**src/rtl/gpd_pkg.sv**
```systemverilog
// ----------------------------------------------------------------------------
// gpd_pkg
// Shared types and constants for the grid point deposit unit.
// ----------------------------------------------------------------------------
package gpd_pkg;

  localparam int GRID_X_DEF = 32;
  localparam int GRID_Y_DEF = 32;
  localparam int GRID_Z_DEF = 32;

  localparam int CELL_W  = 48;
  localparam int COORD_W = 32;
  localparam int IDX_W   = 5;
  localparam int MUL_W   = 34;

  typedef enum logic [1:0] {
    KIND_CLEAR   = 2'd0,
    KIND_DEPOSIT = 2'd1,
    KIND_READ    = 2'd2,
    KIND_NONE    = 2'd3
  } kind_t;

  typedef enum logic [2:0] {
    REG_INTERP  = 3'd0,
    REG_COMBINE = 3'd1,
    REG_ORG_X   = 3'd2,
    REG_ORG_Y   = 3'd3,
    REG_ORG_Z   = 3'd4,
    REG_INV_X   = 3'd5,
    REG_INV_Y   = 3'd6,
    REG_INV_Z   = 3'd7
  } reg_idx_t;

  typedef enum logic [3:0] {
    ST_IDLE,
    ST_CLR,
    ST_MX,
    ST_MY,
    ST_MZ,
    ST_MZW,
    ST_W1,
    ST_W2,
    ST_W3,
    ST_RD,
    ST_WR,
    ST_RRD,
    ST_RDAT
  } state_t;

  typedef struct packed {
    logic signed [MUL_W-1:0] a;
    logic signed [MUL_W-1:0] b;
  } mul_op_t;

endpackage

```
**src/rtl/gpd_mul.sv**
```systemverilog
// ----------------------------------------------------------------------------
// gpd_mul
// Shared signed multiplier with a registered product.
// ----------------------------------------------------------------------------
module gpd_mul (
  input  logic                                clk,
  input  gpd_pkg::mul_op_t                    op,
  output logic signed [2*gpd_pkg::MUL_W-1:0] p
);

  always_ff @(posedge clk) begin
    p <= op.a * op.b;
  end

endmodule

```
**config.mk**
```make
export PLATFORM = sky130hd
export DESIGN_NAME = gpd_mul
export DESIGN_NICKNAME = d
export VERILOG_FILES = /design/src/rtl/gpd_pkg.sv /design/src/rtl/gpd_mul.sv
export SDC_FILE = /design/constraint.sdc
export NUM_CORES = 2
export LEC_CHECK = 0
export BUFFER_PORTS_ARGS = -buffer_cell sky130_fd_sc_hd__buf_2
export CAP_MARGIN = 10
export CORE_ASPECT_RATIO = 1.25
export CORE_MARGIN = 2
export CORE_UTILIZATION = 25
export DETAILED_ROUTE_END_ITERATION = 10
export PLACE_DENSITY = 0.4
export SLEW_MARGIN = 25
export SYNTH_ARGS = -nofsm -noshare
export SYNTH_HDL_FRONTEND = slang
export SYNTH_SLANG_ARGS = --single-unit
```
**constraint.sdc**
```tcl
create_clock -name clk -period 9.5 [get_ports clk]
set_input_delay 1.425 -clock clk [delete_from_list [all_inputs] [get_ports clk]]
set_output_delay 1.425 -clock clk [all_outputs]
set_load 0.1 [all_outputs]
```
# Word level (Yosys, flattened, before mapping)

Index checks and enable logic that the tools add are counted.

Multipliers: 1

Operators by type and width:

| operator         | count |
|---|---|
| $mul A34 B34 Y68 | 1 |

Output and inout port bits: 68
Input bits: 69
Logic and storage cells: 2
Flip-flop bits (word level): 68

# Longest topological paths before layout

Word-level depth: 1
Depth in mapped cells: 31
Depth with buffers taken out: 29

# Least setup slack after synthesis

OpenSTA, ideal clock, no wires.

Kind: input to register
From: in op[67] in the netlist's numbering
To: reg p[65] in the netlist's numbering
Setup time: 0.072 ns
Arrival: 8.843 ns
Cell stages on the path: 24
Path slack: 0.585 ns
Required time: 9.428 ns
Buffers on the path: 2
Cell sequence: clkbuf_1 nand2_1 inv_1 fa_1 fa_1 fa_1 fa_1 inv_1 fa_1 fa_1 fa_1 fa_1 inv_1 ha_1 clkdlybuf4s50_2 nand3_1 or2_2 nor2_1 a221oi_1 o21ai_0 a31oi_2 nor2_2 o41ai_2 xnor2_1

Word-level cells in the longest chain between the ends: 1

Ends and longest elaborated chain:

| element              | RTL line      | text |
|---|---|---|
| start, declared      | gpd_mul.sv:7  | `input gpd_pkg::mul_op_t op,` |
| $mul A34 B34 Y68     | gpd_mul.sv:12 | `p <= op.a * op.b;` |
| end signal, assigned | gpd_mul.sv:12 |  |
| end, declared        | gpd_mul.sv:8  | `output logic signed [2*gpd_pkg::MUL_W-1:0] p` |

Every way passes these cells.

# Worst setup path after layout

From: in op[15] in the netlist's numbering
To: reg p[65] in the netlist's numbering

Same word-level chain as after synthesis.

==> impl_metrics.json <==
{
  "status": "completed",
  "grt_pass1_vias": 34100,
  "syn_to_final_growth_pct": 11.1,
  "start_util_pct": 25.1,
  "portBuffers": 136,
  "rows": 170,
  "synth_edf_count": 0,
  "dieArea_um2": 175000,
  "chipWidth_um": 375,
  "min_from": "op[34]",
  "fillCellCount": 18500,
  "vias": 29200,
  "critPathLaunchType": "input pin",
  "vias_per_cell": 4.21,
  "cts_root_buf": "clkbuf_16",
  "io-pin-count": 137,
  "postRouteAntennaNets": 0,
  "finalSetupViolCount": 0,
  "synth_ff_type": "dfxtp_1",
  "timing.final.crit_period_ns": 9.04,
  "drive_gt1_share_pct": 8.60,
  "worst_pin_slew_ns": 0.864,
  "fin_tns_setup_ns": 0,
  "worstHoldPathType": "in -> reg",
  "die_h_um": 468,
  "syn_nets": 6068,
  "timing.fmax_ghz": 0.111,
  "nNetsFinal": 6207,
  "hpwl_mm": 120,
  "drt_iter0_markers": 1008,
  "max-cap-violations": 0,
  "synth_seq_cells": 68,
  "clk_pin_slew_ns": 0.08,
  "end_kind": "flop",
  "drt-wirelength-per-cell_um": 19.8,
  "dpl-instance-area_um2": 47500,
  "finalInstanceArea_um2": 47800,
  "synth.distinct_cells": 69,
  "postCtsHoldBufs": 0,
  "utilization_pct": 27.9,
  "finalHoldViolations": 0,
  "regMostFlops": "p",
  "rsz0062_at_grt": "false",
  "cts_sinks": 68,
  "synth_area_um2": 43000,
  "grt_pass1_wl_mm": 214,
  "grt_use_total_pct": 16.4,
  "h-tree-depth": 3,
  "async_flop_share_pct": 0,
  "largest_registers": "p x68",
  "required_ns": 9.87,
  "seq_area_frac_synth_pct": 3.16,
  "holdPathStages": 3,
  "grt_max_degree": 35,
  "cp_max_fo": 20,
  "antenna_found_initial": 16,
  "final_common_cell": "fa_1",
  "cp_data_arrival_time_ns": 9.41,
  "cts_resized": 0,
  "route.detailed.drc": 0,
  "hold_path_end": "p[0]",
  "syn_area_per_cell_um2": 9.45,
  "final_max_slew_viol_count": 0,
  "cts_tree": "done",
  "largest_reg_flops": 68,
  "fp.coreArea_um2": 171000,
  "post-route-period-util_pct": 95.2,
  "clockBufferDepth": 2,
  "routed_wl_mm": 137,
  "first_pass_iters": 4,
  "gp_congestion": 0.858,
  "final_cell_mix": "fa_1, inv_1, and2_1",
  "post_cts_buffers": 0,
  "max-slew-margin-rel_pct": 42.4,
  "yosysWarnings": 0,
  "path_class": "in -> reg",
  "grt_overflow_total": 0,
  "synthCells": 4554,
  "cts_buffers": 9
}
## cell usage after synthesis (all sizes together), types with 20 or more instances
library cell     n  area, um2
fa            1241      24800
inv           1231       4620
and2           623       3900
nand2          542       2030
clkbuf         217        821
ha             204       2550
dfxtp           68       1360
a21oi           63        323
nor2            56        215
xnor2           56        490
o21ai           41        224
a21o            37        278
xor2            23        201
nand2b          20        125
## kinds of logic after synthesis
kind of cell,synth area share (%)
AOI/OAI and AO/OA,3.35
xor gates and xnor gates,1.61
adders and majority gates,63.7
buffers and inverters,12.8
DFF,3.16
and+or+nand+nor,15.4
## metrics by stage
| step | hold WS, ns | cells | worst slack (ns) |
|---|---|---|---|
| 6_report | 1.63 | 6943 | 0.460 |
| 3_3_place_gp | 1.98 | 6918 | -0.0268 |
| 3_5_place_dp | 1.98 | 6918 | -0.0356 |
| 5_1_grt | 1.61 | 6935 | 0.155 |
| 4_1_cts | 1.61 | 6934 | 0.446 |
| 2_1_floorplan | 1.55 | 4554 | 0.585 |
## worst max-delay path, stage by stage
cell	delay (ns)
buf_2	0.47
buf_4	0.33
and2_1	0.17
fa_1	0.42
fa_1	0.50
inv_1	0.06
fa_1	0.52
inv_1	0.05
fa_1	0.48
fa_1	0.66
fa_1	0.46
fa_1	0.51
fa_1	0.42
ha_1	0.37
a21oi_1	0.22
o21ai_0	0.20
or2_2	0.34
nor2b_1	0.42
or4_1	0.24
o21ai_4	0.07
buf_12	0.16
a31oi_2	0.26
buf_4	0.19
nor2_2	0.05
o41ai_2	0.24
xnor2_1	0.15
## cell type report
cell class              count  area [um2]  share of cell area (%)
diodes                      9        22.5                  0.0471
clock buffers               9         225                   0.471
clock inverters             7        81.3                   0.170
inverters                1232        4620                    9.67
multi-input cells        3026       36100                    75.6
flip-flops and latches     68        1360                    2.85
well taps                2236        2800                    5.85
repair buffers            356        2540                    5.32
## metal layers
metal / GRT usage, % / part of all wire, % / wire [um]
met2: 31.8 / 56 / 76300
met4: 3.97 / 2.3 / 3200
met3: 1.83 / 2.8 / 3880
met1: 19.1 / 39 / 53800
met5: 0 / 0.090 / 124
## worst max-delay path by stage
stage / start / endpoint / slack (ns) / cells after the start
detailed placement: op[2] / p[64] / -0.04 / 28
finish: op[15] / p[65] / 0.46 / 26
global placement: op[2] / p[66] / -0.03 / 26
global route: op[13] / p[64] / 0.16 / 27
CTS: op[2] / p[66] / 0.45 / 26
floorplan: op[67] / p[65] / 0.58 / 24
Power is left out: the tool's default activity adds up to more than one toggle a clock period on the data nets, which glitch-free logic cannot reach.
