### config.mk
export PLATFORM = sky130hd
export DESIGN_NAME = gpd_combine
export DESIGN_NICKNAME = d
export VERILOG_FILES = /design/src/rtl/gpd_pkg.sv /design/src/rtl/gpd_combine.sv
export SDC_FILE = /design/constraint.sdc
export NUM_CORES = 1
export LEC_CHECK = 0
export BUFFER_PORTS_ARGS = -buffer_cell sky130_fd_sc_hd__buf_2
export CAP_MARGIN = 20
export CORE_MARGIN = 2
export CORE_UTILIZATION = 55
export DETAILED_ROUTE_END_ITERATION = 8
export MAX_ROUTING_LAYER = met4
export PLACE_DENSITY_LB_ADDON = 0.05
export SYNTH_ARGS = -nofsm -noshare
export SYNTH_HDL_FRONTEND = slang
export SYNTH_SLANG_ARGS = --single-unit
export TNS_END_PERCENT = 5
### constraint.sdc
create_clock -name vclk -period 16.25
set_clock_uncertainty 0.15 [all_clocks]
set_input_delay 4.875 -clock vclk [all_inputs]
set_output_delay 4.875 -clock vclk [all_outputs]
set_load 0.02 [all_outputs]
### src/rtl/gpd_pkg.sv
// ----------------------------------------------------------------------------
// gpd_pkg
// Shared types and constants for the grid point deposit unit.
// ----------------------------------------------------------------------------
package gpd_pkg;

  localparam int GRID_X_DEF = 32;
  localparam int GRID_Y_DEF = 32;
  localparam int GRID_Z_DEF = 32;

  localparam int CELL_W  = 48;
  localparam int COORD_W = 32;
  localparam int IDX_W   = 5;
  localparam int MUL_W   = 34;

  typedef enum logic [1:0] {
    KIND_CLEAR   = 2'd0,
    KIND_DEPOSIT = 2'd1,
    KIND_READ    = 2'd2,
    KIND_NONE    = 2'd3
  } kind_t;

  typedef enum logic [2:0] {
    REG_INTERP  = 3'd0,
    REG_COMBINE = 3'd1,
    REG_ORG_X   = 3'd2,
    REG_ORG_Y   = 3'd3,
    REG_ORG_Z   = 3'd4,
    REG_INV_X   = 3'd5,
    REG_INV_Y   = 3'd6,
    REG_INV_Z   = 3'd7
  } reg_idx_t;

  typedef enum logic [3:0] {
    ST_IDLE,
    ST_CLR,
    ST_MX,
    ST_MY,
    ST_MZ,
    ST_MZW,
    ST_W1,
    ST_W2,
    ST_W3,
    ST_RD,
    ST_WR,
    ST_RRD,
    ST_RDAT
  } state_t;

  typedef struct packed {
    logic signed [MUL_W-1:0] a;
    logic signed [MUL_W-1:0] b;
  } mul_op_t;

endpackage

### src/rtl/gpd_combine.sv
// ----------------------------------------------------------------------------
// gpd_combine
// Merges a contribution into a cell: saturating add or larger magnitude.
// ----------------------------------------------------------------------------
module gpd_combine (
  input  logic                                 mode,
  input  logic signed [gpd_pkg::CELL_W-1:0]    cell_val,
  input  logic signed [gpd_pkg::CELL_W-1:0]    contrib,
  output logic signed [gpd_pkg::CELL_W-1:0]    result
);

  localparam int W = gpd_pkg::CELL_W;

  logic signed [W:0] sum;
  logic [W:0]        abs_cell;
  logic [W:0]        abs_contrib;
  logic signed [W-1:0] sat_sum;

  always_comb begin
    sum         = {cell_val[W-1], cell_val} + {contrib[W-1], contrib};
    abs_cell    = cell_val[W-1] ? -{cell_val[W-1], cell_val} : {cell_val[W-1], cell_val};
    abs_contrib = contrib[W-1] ? -{contrib[W-1], contrib} : {contrib[W-1], contrib};
    // overflow when the two top bits of the grown sum differ
    if (sum[W] != sum[W-1]) begin
      sat_sum = sum[W] ? {1'b1, {(W-1){1'b0}}} : {1'b0, {(W-1){1'b1}}};
    end else begin
      sat_sum = sum[W-1:0];
    end
    if (mode) begin
      result = (abs_contrib > abs_cell) ? contrib : cell_val;
    end else begin
      result = sat_sum;
    end
  end

endmodule

; ---- Yosys cells after proc, flatten, opt, wreduce, memory -nomap -nowiden
; Cells that the tools add are included.
[op_classes]
addsub = 3
multipliers = 0
div_mod_pow = 0
order_cmp = 1
n_eq_ne = 1
shifts = 0
muxes = 6
n_bitwise = 0
n_reduce_logical = 0
[ops]
columns = cell, count
row1 = two-way mux 48 bit, 4
row2 = two-way mux 49 bit, 2
row3 = negator 49 bit, 2
row4 = adder 48 x 48 -> 49 bit, 1
row5 = > comparator 49 bit, 1
row6 = inequality test 1 bit, 1
[totals]
register_bits = 0
latch_bits = 0
mem_bits_rw = 0
mem_bits_ro = 0
out_inout_bits = 48
mem_count = 0

; ---- Longest topological paths before layout
; Gate-level depths: netlist (run 1).
[logic_depth]
word_depth = 5
depth_mapped = 24
ltp_nobuf = 21

; ---- Worst setup path before layout (run 1)
; OpenSTA, ideal clock, no wires.
[synth_timing]
path_kind = input port to output port
startpoint = input port cell_val[8] (netlist name)
endpoint = output port result[0] (netlist name)
t_arrival_ps = 11068
path_slack_ps = 157
cell_stages = 22
path_buffers = 3
path_cell_list = or4_4 -> or4_1 -> or2_1 -> or4_4 -> or2_1 -> clkbuf_2 -> or4_4 -> or3_4 -> nor3_2 -> nand2b_1 -> xor2_1 -> ha_1 -> nand2_1 -> or3_1 -> or4_1 -> nor2_1 -> a211oi_1 -> a31oi_1 -> clkbuf_1 -> clkbuf_1 -> o21ai_0 -> a22oi_1
[synth_via]
elab_chain_len = 5
word_cells_on_any_way = 9
classes_between = 2 x add/sub / 1 x order compare / 1 x eq/ne / 5 x mux
[synth_rtl]
columns = element, line_no
row1 = from (decl), gpd_combine.sv:7  ; input logic signed [gpd_pkg::CELL_W-1:0] cell_val,
row2 = negator 49 bit, gpd_combine.sv:21  ; abs_cell = cell_val[W-1] ? -{cell_val[W-1], cell_val} : {cell_val[W-1], cell_val};
row3 = two-way mux 49 bit, gpd_combine.sv:21
row4 = > comparator 49 bit, gpd_combine.sv:30  ; result = (abs_contrib > abs_cell) ? contrib : cell_val;
row5 = two-way mux 48 bit, gpd_combine.sv:30
row6 = two-way mux 48 bit (*), gpd_combine.sv:29  ; if (mode) begin
row7 = to (decl), gpd_combine.sv:9  ; output logic signed [gpd_pkg::CELL_W-1:0] result
; Every way passes the cells marked *; elsewhere a longest branch is shown, timed or not.

; ---- Worst setup path in the final report (run 1)
[layout_timing]
startpoint = input port cell_val[8] (netlist name)
endpoint = output port result[45] (netlist name)
; The elaborated chain is that of the path after synthesis.

==> results of run 1 <==
[placed cells by master (no fill, tap or decap), drive strengths merged, types with 17 or more instances in the layout]
| cell | count |
|---|---|
| nor3 | 17 |
| nor2 | 73 |
| xnor2 | 65 |
| xor2 | 67 |
| or4 | 19 |
| a21oi | 79 |
| nand3 | 17 |
| inv | 19 |
| buf | 161 |
| mux2 | 34 |
| ha | 99 |
| nand2 | 117 |
| a21o | 28 |
| o31ai | 30 |
| o21ai | 104 |
[worst max path at each step]
stage	from	end	slack (ns)	depth (start not counted)
detailed placement	cell_val[8]	result[46]	0.05	23
global placement	cell_val[8]	result[46]	0.16	23
finish	cell_val[8]	result[45]	0.16	24
CTS	cell_val[8]	result[46]	0.04	23
floorplan	cell_val[8]	result[0]	0.16	22
global route	cell_val[8]	result[45]	-0.01	24
[per-layer routing]
layer	wire length (um)	GRT usage (%)	vias to the layer above	share of wire (%)
li1	-	-	3970	-
met1	10800	46.1	3716	47
met2	10400	53.7	266	45
met3	1410	1.36	30	6.1
met4	348	5.70	0	1.5
met5	0	-	-	0
[cells in the mapped netlist (3+ instances only)]
cell type  count
a211oi_1      11
a21boi_0       3
a21o_1        28
a21oi_1       79
a221oi_1       5
a22oi_1        9
a31oi_1        8
and2_1        10
and3_1         4
clkbuf_1      45
ha_1          99
inv_1         19
mux2_2        34
mux2i_1       14
nand2_1      117
nand2b_1      15
nand3_1       17
nand3b_1       3
nand4_1       15
nand4b_1       4
nor2_1        73
nor2b_1        9
nor3_1        16
nor4_1         8
o211ai_1       3
o21a_1         5
o21ai_0      104
o21bai_1       9
o22ai_1        6
o31ai_1       30
o41ai_1       14
or2_1          3
or2_2          3
or3_1         10
or4_1         16
or4_4          3
xnor2_1       65
xor2_1        67
[repair_timing]
item	in CTS	in global routing
gates resized for setup	0	7
setup buffers	0	2
endpoints found under the setup margin	0	48
[per-stage QoR]
stage                     cell area [sq um]  std cells
final                                  7820       1289
after global routing                   7820       1289
after CTS                              7710       1284
after detailed placement               7710       1284
after global placement                 7710       1284
after floorplan                        6830       1005
[cell families (layout without fill, tap and decap cells)]
logic type / after synthesis / after routing
other: 2 / 2
XOR/XNOR: 132 / 132
AND/OR/NAND/NOR: 330 / 330
adder cells (fa/ha/maj): 100 / 100
buffers and inverters: 66 / 182
multiplexers: 48 / 48
AO/OA/AOI/OAI: 327 / 327
[critical path, cell delays in order]
cell and delay [ns]:
buf_2 0.13, or4_4 0.56, or4_1 0.45, or2_4 0.27, or4_4 0.42, or2_1 0.26, or4_4 0.53, or3_4 0.43
nor3_4 0.14, nand2b_1 0.14, xor2_1 0.08, ha_1 0.29, nand2_1 0.04, or3_1 0.37, or4_4 0.55, nor2_4 0.15
a211oi_1 0.12, a31oi_4 0.23, buf_4 0.17, clkbuf_16 0.19, mux2_2 0.34, nand2_1 0.06, o21ai_0 0.09, buf_2 0.17
[power breakdown]
group	internal [mW]	leakage, nW	switching (mW)	total, mW
Combinational	0.149	3.43	0.219	0.368
Sequential	0	0	0	0
Clock	0	0	0	0
Total	0.149	3.43	0.219	0.368
[layout make-up]
cell class / count / area, sq um
fill: 1199 / 4250
inverter: 19 / 71.3
multi-input combinational: 939 / 6620
tap: 168 / 210
timing repair buffer: 163 / 916
==> results.txt, run 1 <==
vias in the first global route -> 7025
Area Overhead vs Synth -> 14.4%
Worst Hold End -> result[33]
final wirelength -> 23.0 mm
chip height -> 115 um
final worst setup slack -> 0.160 ns
GR Overflow Total -> 0
Max VDD drop -> 0.0241 mV
max-slew violation count -> 0
Data required, critical path -> 11.23 ns
drt first pass iters -> 7
starting density of the core -> 56.6%
DR WL/cell -> 17.8 um
Max Cap Viol -> 0
largest net degree at the start of global routing -> 53
minimum clock period after layout -> 16.09 ns
Seq cells -> 0
nets -> 1320
Buffers on Ports -> 145
CP Capture Type -> output port
HP Class -> primary input to output port
Post-Syn Area -> 6830 sq um
hold depth -> 4
crit path kind -> primary input to output port
mux share of post-synthesis cell area -> 7.66%
initial antenna violation count -> 0
Chip Width -> 115 um
Cells after Synth -> 1005
die area -> 13300 sq um
hold_buf cts -> 0
Synth warnings -> 0
clock buf count -> 0
final hold vios -> 0
Setup Viol. Count Final -> 0
post-route antenna net violation count -> 0
layout cell share with drive strength beyond 1 -> 19.0%
Critical Path Fanout Max -> 12
number of diodes -> 0
status -> finished, final reports clean
Synth Area in Adders -> 18.4%
FF/Latch Area -> 0 sq um
area share of and/or/nand/nor cells after synthesis -> 23.6%
Final Cycle Share -> 99.0%
global placer's final weighted congestion -> 0.990
Setup WS pre-CTS -> 0.0463 ns
first-pass GRT wire length -> 35.1 mm
top area cells in the synthesized netlist -> ha_1, xor2_1, xnor2_1
# DRC -> 0
Critical Path Source Type -> primary input
Rows -> 40
relative slew slack -> 19.9%
Tot Pwr -> 0.368 mW
compound-gate portion of the synthesized area -> 29.7%
share of the synthesized area in the top cell type -> 18.1%
Initial DRC Count -> 839
Yosys top cell by area -> ha_1
Setup TNS -> 0 ns
LEAKAGE -> 3.43 nW
Final Hold Slack -> 10.09 ns
Hold Startpoint -> cell_val[33]
post-DP HPWL -> 17.5 mm
Synth Area in XOR/XNOR -> 16.9%
Slew @ Worst Pin -> 1.20 ns
GRT Total Usage -> 33.0%
f_max -> 62.1 MHz
Post-Synthesis Net Count -> 1202
post-synthesis sequential area ratio -> 0%
main combinational cell family by area after synthesis -> compound AO/OA/AOI/OAI gates
Via density -> 6.19
DR vias -> 7982
I/O pins -> 145
core area -> 12100 sq um
post-layout util -> 64.8%
Yosys cell types -> 55
pwr dens -> 47.1 nW/um^2
CP arrival -> 11.07 ns
Mean Syn Cell Area -> 6.80 sq um
(Power assumes the default switching activity.)
==> inputs of run 2 (changes only) <==
--- a/config.mk
+++ b/config.mk
@@ -6,12 +6,11 @@
 export NUM_CORES = 1
 export LEC_CHECK = 0
 export BUFFER_PORTS_ARGS = -buffer_cell sky130_fd_sc_hd__buf_2
-export CAP_MARGIN = 20
 export CORE_MARGIN = 2
 export CORE_UTILIZATION = 55
 export DETAILED_ROUTE_END_ITERATION = 8
 export MAX_ROUTING_LAYER = met4
-export PLACE_DENSITY_LB_ADDON = 0.05
+export PLACE_DENSITY = 0.8
 export SYNTH_ARGS = -nofsm -noshare
 export SYNTH_HDL_FRONTEND = slang
 export SYNTH_SLANG_ARGS = --single-unit
==> run 2 against run 1 <==
  * Final cell count shrank 0.23%
  * Die area is the same
  * Utilization is essentially flat
  * Maximum frequency grew 0.47%
  * Routed wire length shrank 2.1%
  * Worst setup slack gained 0.076 ns
  * Critical endpoint is now result[46]
  * Largest cell class unchanged
==> results.txt, run 2 (same netlist as run 1, synthesis figures left out) <==
status -> finished, final reports clean
Max Cap Viol -> 0 (unchanged)
crit path kind -> primary input to output port
number of diodes -> 0 (unchanged)
Critical Path Fanout Max -> 7 (-5)
first-pass GRT wire length -> 35.2 mm (+0.25%)
largest net degree at the start of global routing -> 53 (unchanged)
clock buf count -> 0 (unchanged)
starting density of the core -> 56.6% (unchanged)
Setup Viol. Count Final -> 0 (unchanged)
I/O pins -> 145 (unchanged)
Area Overhead vs Synth -> 14.5% (about the same)
relative slew slack -> 24.2% (+4.3 points)
CP peak stage delay -> 0.56 ns (about the same)
initial antenna violation count -> 0 (unchanged)
max-slew violation count -> 0 (unchanged)
Initial DRC Count -> 634 (-24%)
minimum clock period after layout -> 16.01 ns (-0.0760 ns)
Critical Path Source Type -> primary input
Area after DPL -> 7680 sq um (-0.39%)
f_max -> 62.4 MHz (+0.47%)
Chip Width -> 115 um (unchanged)
final hold vios -> 0 (unchanged)
Final Cycle Share -> 98.5% (-0.47 points)
core area -> 12100 sq um (unchanged)
sequential share of power -> 0% (unchanged)
pwr dens -> 47.2 nW/um^2 (+0.33%)
commonest non-fill, non-tap cells in the layout -> buf_2, nand2_1, o21ai_0
Max VDD drop -> 0.0243 mV (+0.84%)
CP arrival -> 10.99 ns (-0.08 ns)
Setup TNS -> 0 ns (unchanged)
Slew @ Worst Pin -> 1.13 ns (-0.0639 ns)
chip height -> 115 um (unchanged)
DR vias -> 8006 (+0.30%)
wl on met1 -> 9.96 mm (-8.0%)
DR WL/cell -> 17.5 um (-1.9%)
die area -> 13300 sq um (unchanged)
Buffers on Ports -> 145 (unchanged)
# DRC -> 0 (unchanged)
Data required, critical path -> 11.23 ns (about the same)
cell-internal power -> 0.152 mW (+1.7%)
vias in the first global route -> 7140 (+1.6%)
Finished Cell Area -> 7820 sq um (about the same)
drt first pass iters -> 5 (-2)
HP Class -> primary input to output port
Rows -> 40 (unchanged)
hold depth -> 4 (unchanged)
commonest non-fill, non-tap cell in the layout -> buf_2
logic gate share of total power -> 100.0% (about the same)
switching part of the total -> 58.9% (-0.56 points)
post-route antenna net violation count -> 0 (unchanged)
routed wire length on met2 -> 10.5 mm (+0.64%)
critical path cell sequence -> buf_2 -> or4_4 -> or4_1 -> or2_4 -> or4_4 -> or2_1 -> or4_4 -> or3_4 -> nor3_2 -> nand2b_1 -> xor2_1 -> ha_1 -> nand2_1 -> or3_1 -> or4_4 -> nor2_4 -> a211oi_1 -> a31oi_4 -> buf_4 -> buf_12 -> mux2_2 -> a21oi_1 -> a22oi_1 -> buf_4
layout cell share with drive strength beyond 1 -> 18.8% (-0.22 points)
LEAKAGE -> 3.43 nW (about the same)
global placer's final weighted congestion -> 0.992 (+0.25%)
final wirelength -> 22.5 mm (-2.1%)
Layout fillers -> 1184 (-1.3%)
nets -> 1317 (-0.23%)
FF/Latch Area -> 0 sq um (unchanged)
post-DP HPWL -> 17.5 mm (about the same)
Seq cells -> 0 (unchanged)
Via density -> 6.23 (+0.53%)
GR Overflow Total -> 0 (unchanged)
GRT Total Usage -> 32.8% (-0.21 points)
P_sw -> 0.217 mW (-0.60%)
Slowest-stage cell, CP -> or4_4
clock power share -> 0% (unchanged)
crit-path most repeated cell -> or4_4
CP Capture Type -> output port
Max Used Layer -> met4
metal3 WL -> 1.67 mm (+18%)
## run 2: cell types whose count changed in the layout (fill, tap and decap cells not counted), sizes merged
cell    delta
buf        -4
clkbuf     +1
## run 2: cell type report
| type | count | area (sq um) | share of cell area, % |
|---|---|---|---|
| inverters | 19 | 71.3 | 0.912 |
| repair buffers | 160 | 918 | 11.7 |
| multi-input cells | 939 | 6620 | 84.7 |
| well taps | 168 | 210 | 2.69 |
## run 2: metal layers
layer / vias up / track usage (%)
met3: 30 / 1.99
met5: - / -
met2: 329 / 54.9
met4: 0 / 4.98
li1: 3966 / -
met1: 3681 / 44.4
## run 2: timing repair
item                                    in CTS  in global routing
setup buffers                                0                  3
gates resized for setup                      0                  9
endpoints found under the setup margin       0                 44
hold buffers                                 0                  0
## run 2: power by group through the flow
stage | registers [mW] | logic (mW) | clock network, mW
2_1_floorplan | 0 | 0.248 | 0
6_report | 0 | 0.369 | 0
5_1_grt | 0 | 0.407 | 0
3_5_place_dp | 0 | 0.349 | 0
4_1_cts | 0 | 0.351 | 0
3_3_place_gp | 0 | 0.346 | 0
## run 2: critical path: cells and delay by family
family,cells,cell delay [ns]
and+or+nand+nor,13,4.26
buffers and inverters,4,0.59
AOI/OAI and AO/OA,4,0.54
muxes,1,0.34
adders and majority gates,1,0.29
xor gates and xnor gates,1,0.09
## run 2: through the flow
stage | hold slack (ns) | power, mW | worst slack, ns | std cells | util, %
finish | 10.09 | 0.369 | 0.236 | 1286 | 64.8
global route | 10.13 | 0.407 | -0.0138 | 1286 | 64.8
CTS | 10.10 | 0.351 | 0.0598 | 1280 | 63.7
detailed placement | 10.09 | 0.349 | 0.0892 | 1280 | 63.7
global placement | 10.09 | 0.346 | 0.202 | 1280 | 63.7
floorplan | 9.87 | 0.248 | 0.157 | 1005 | -
## run 2: path summary, 6_finish.rpt
check	endpoint	slack [ns]	startpoint
setup / recovery	result[46]	0.24	cell_val[8]
hold / removal	result[33]	10.09	cell_val[33]
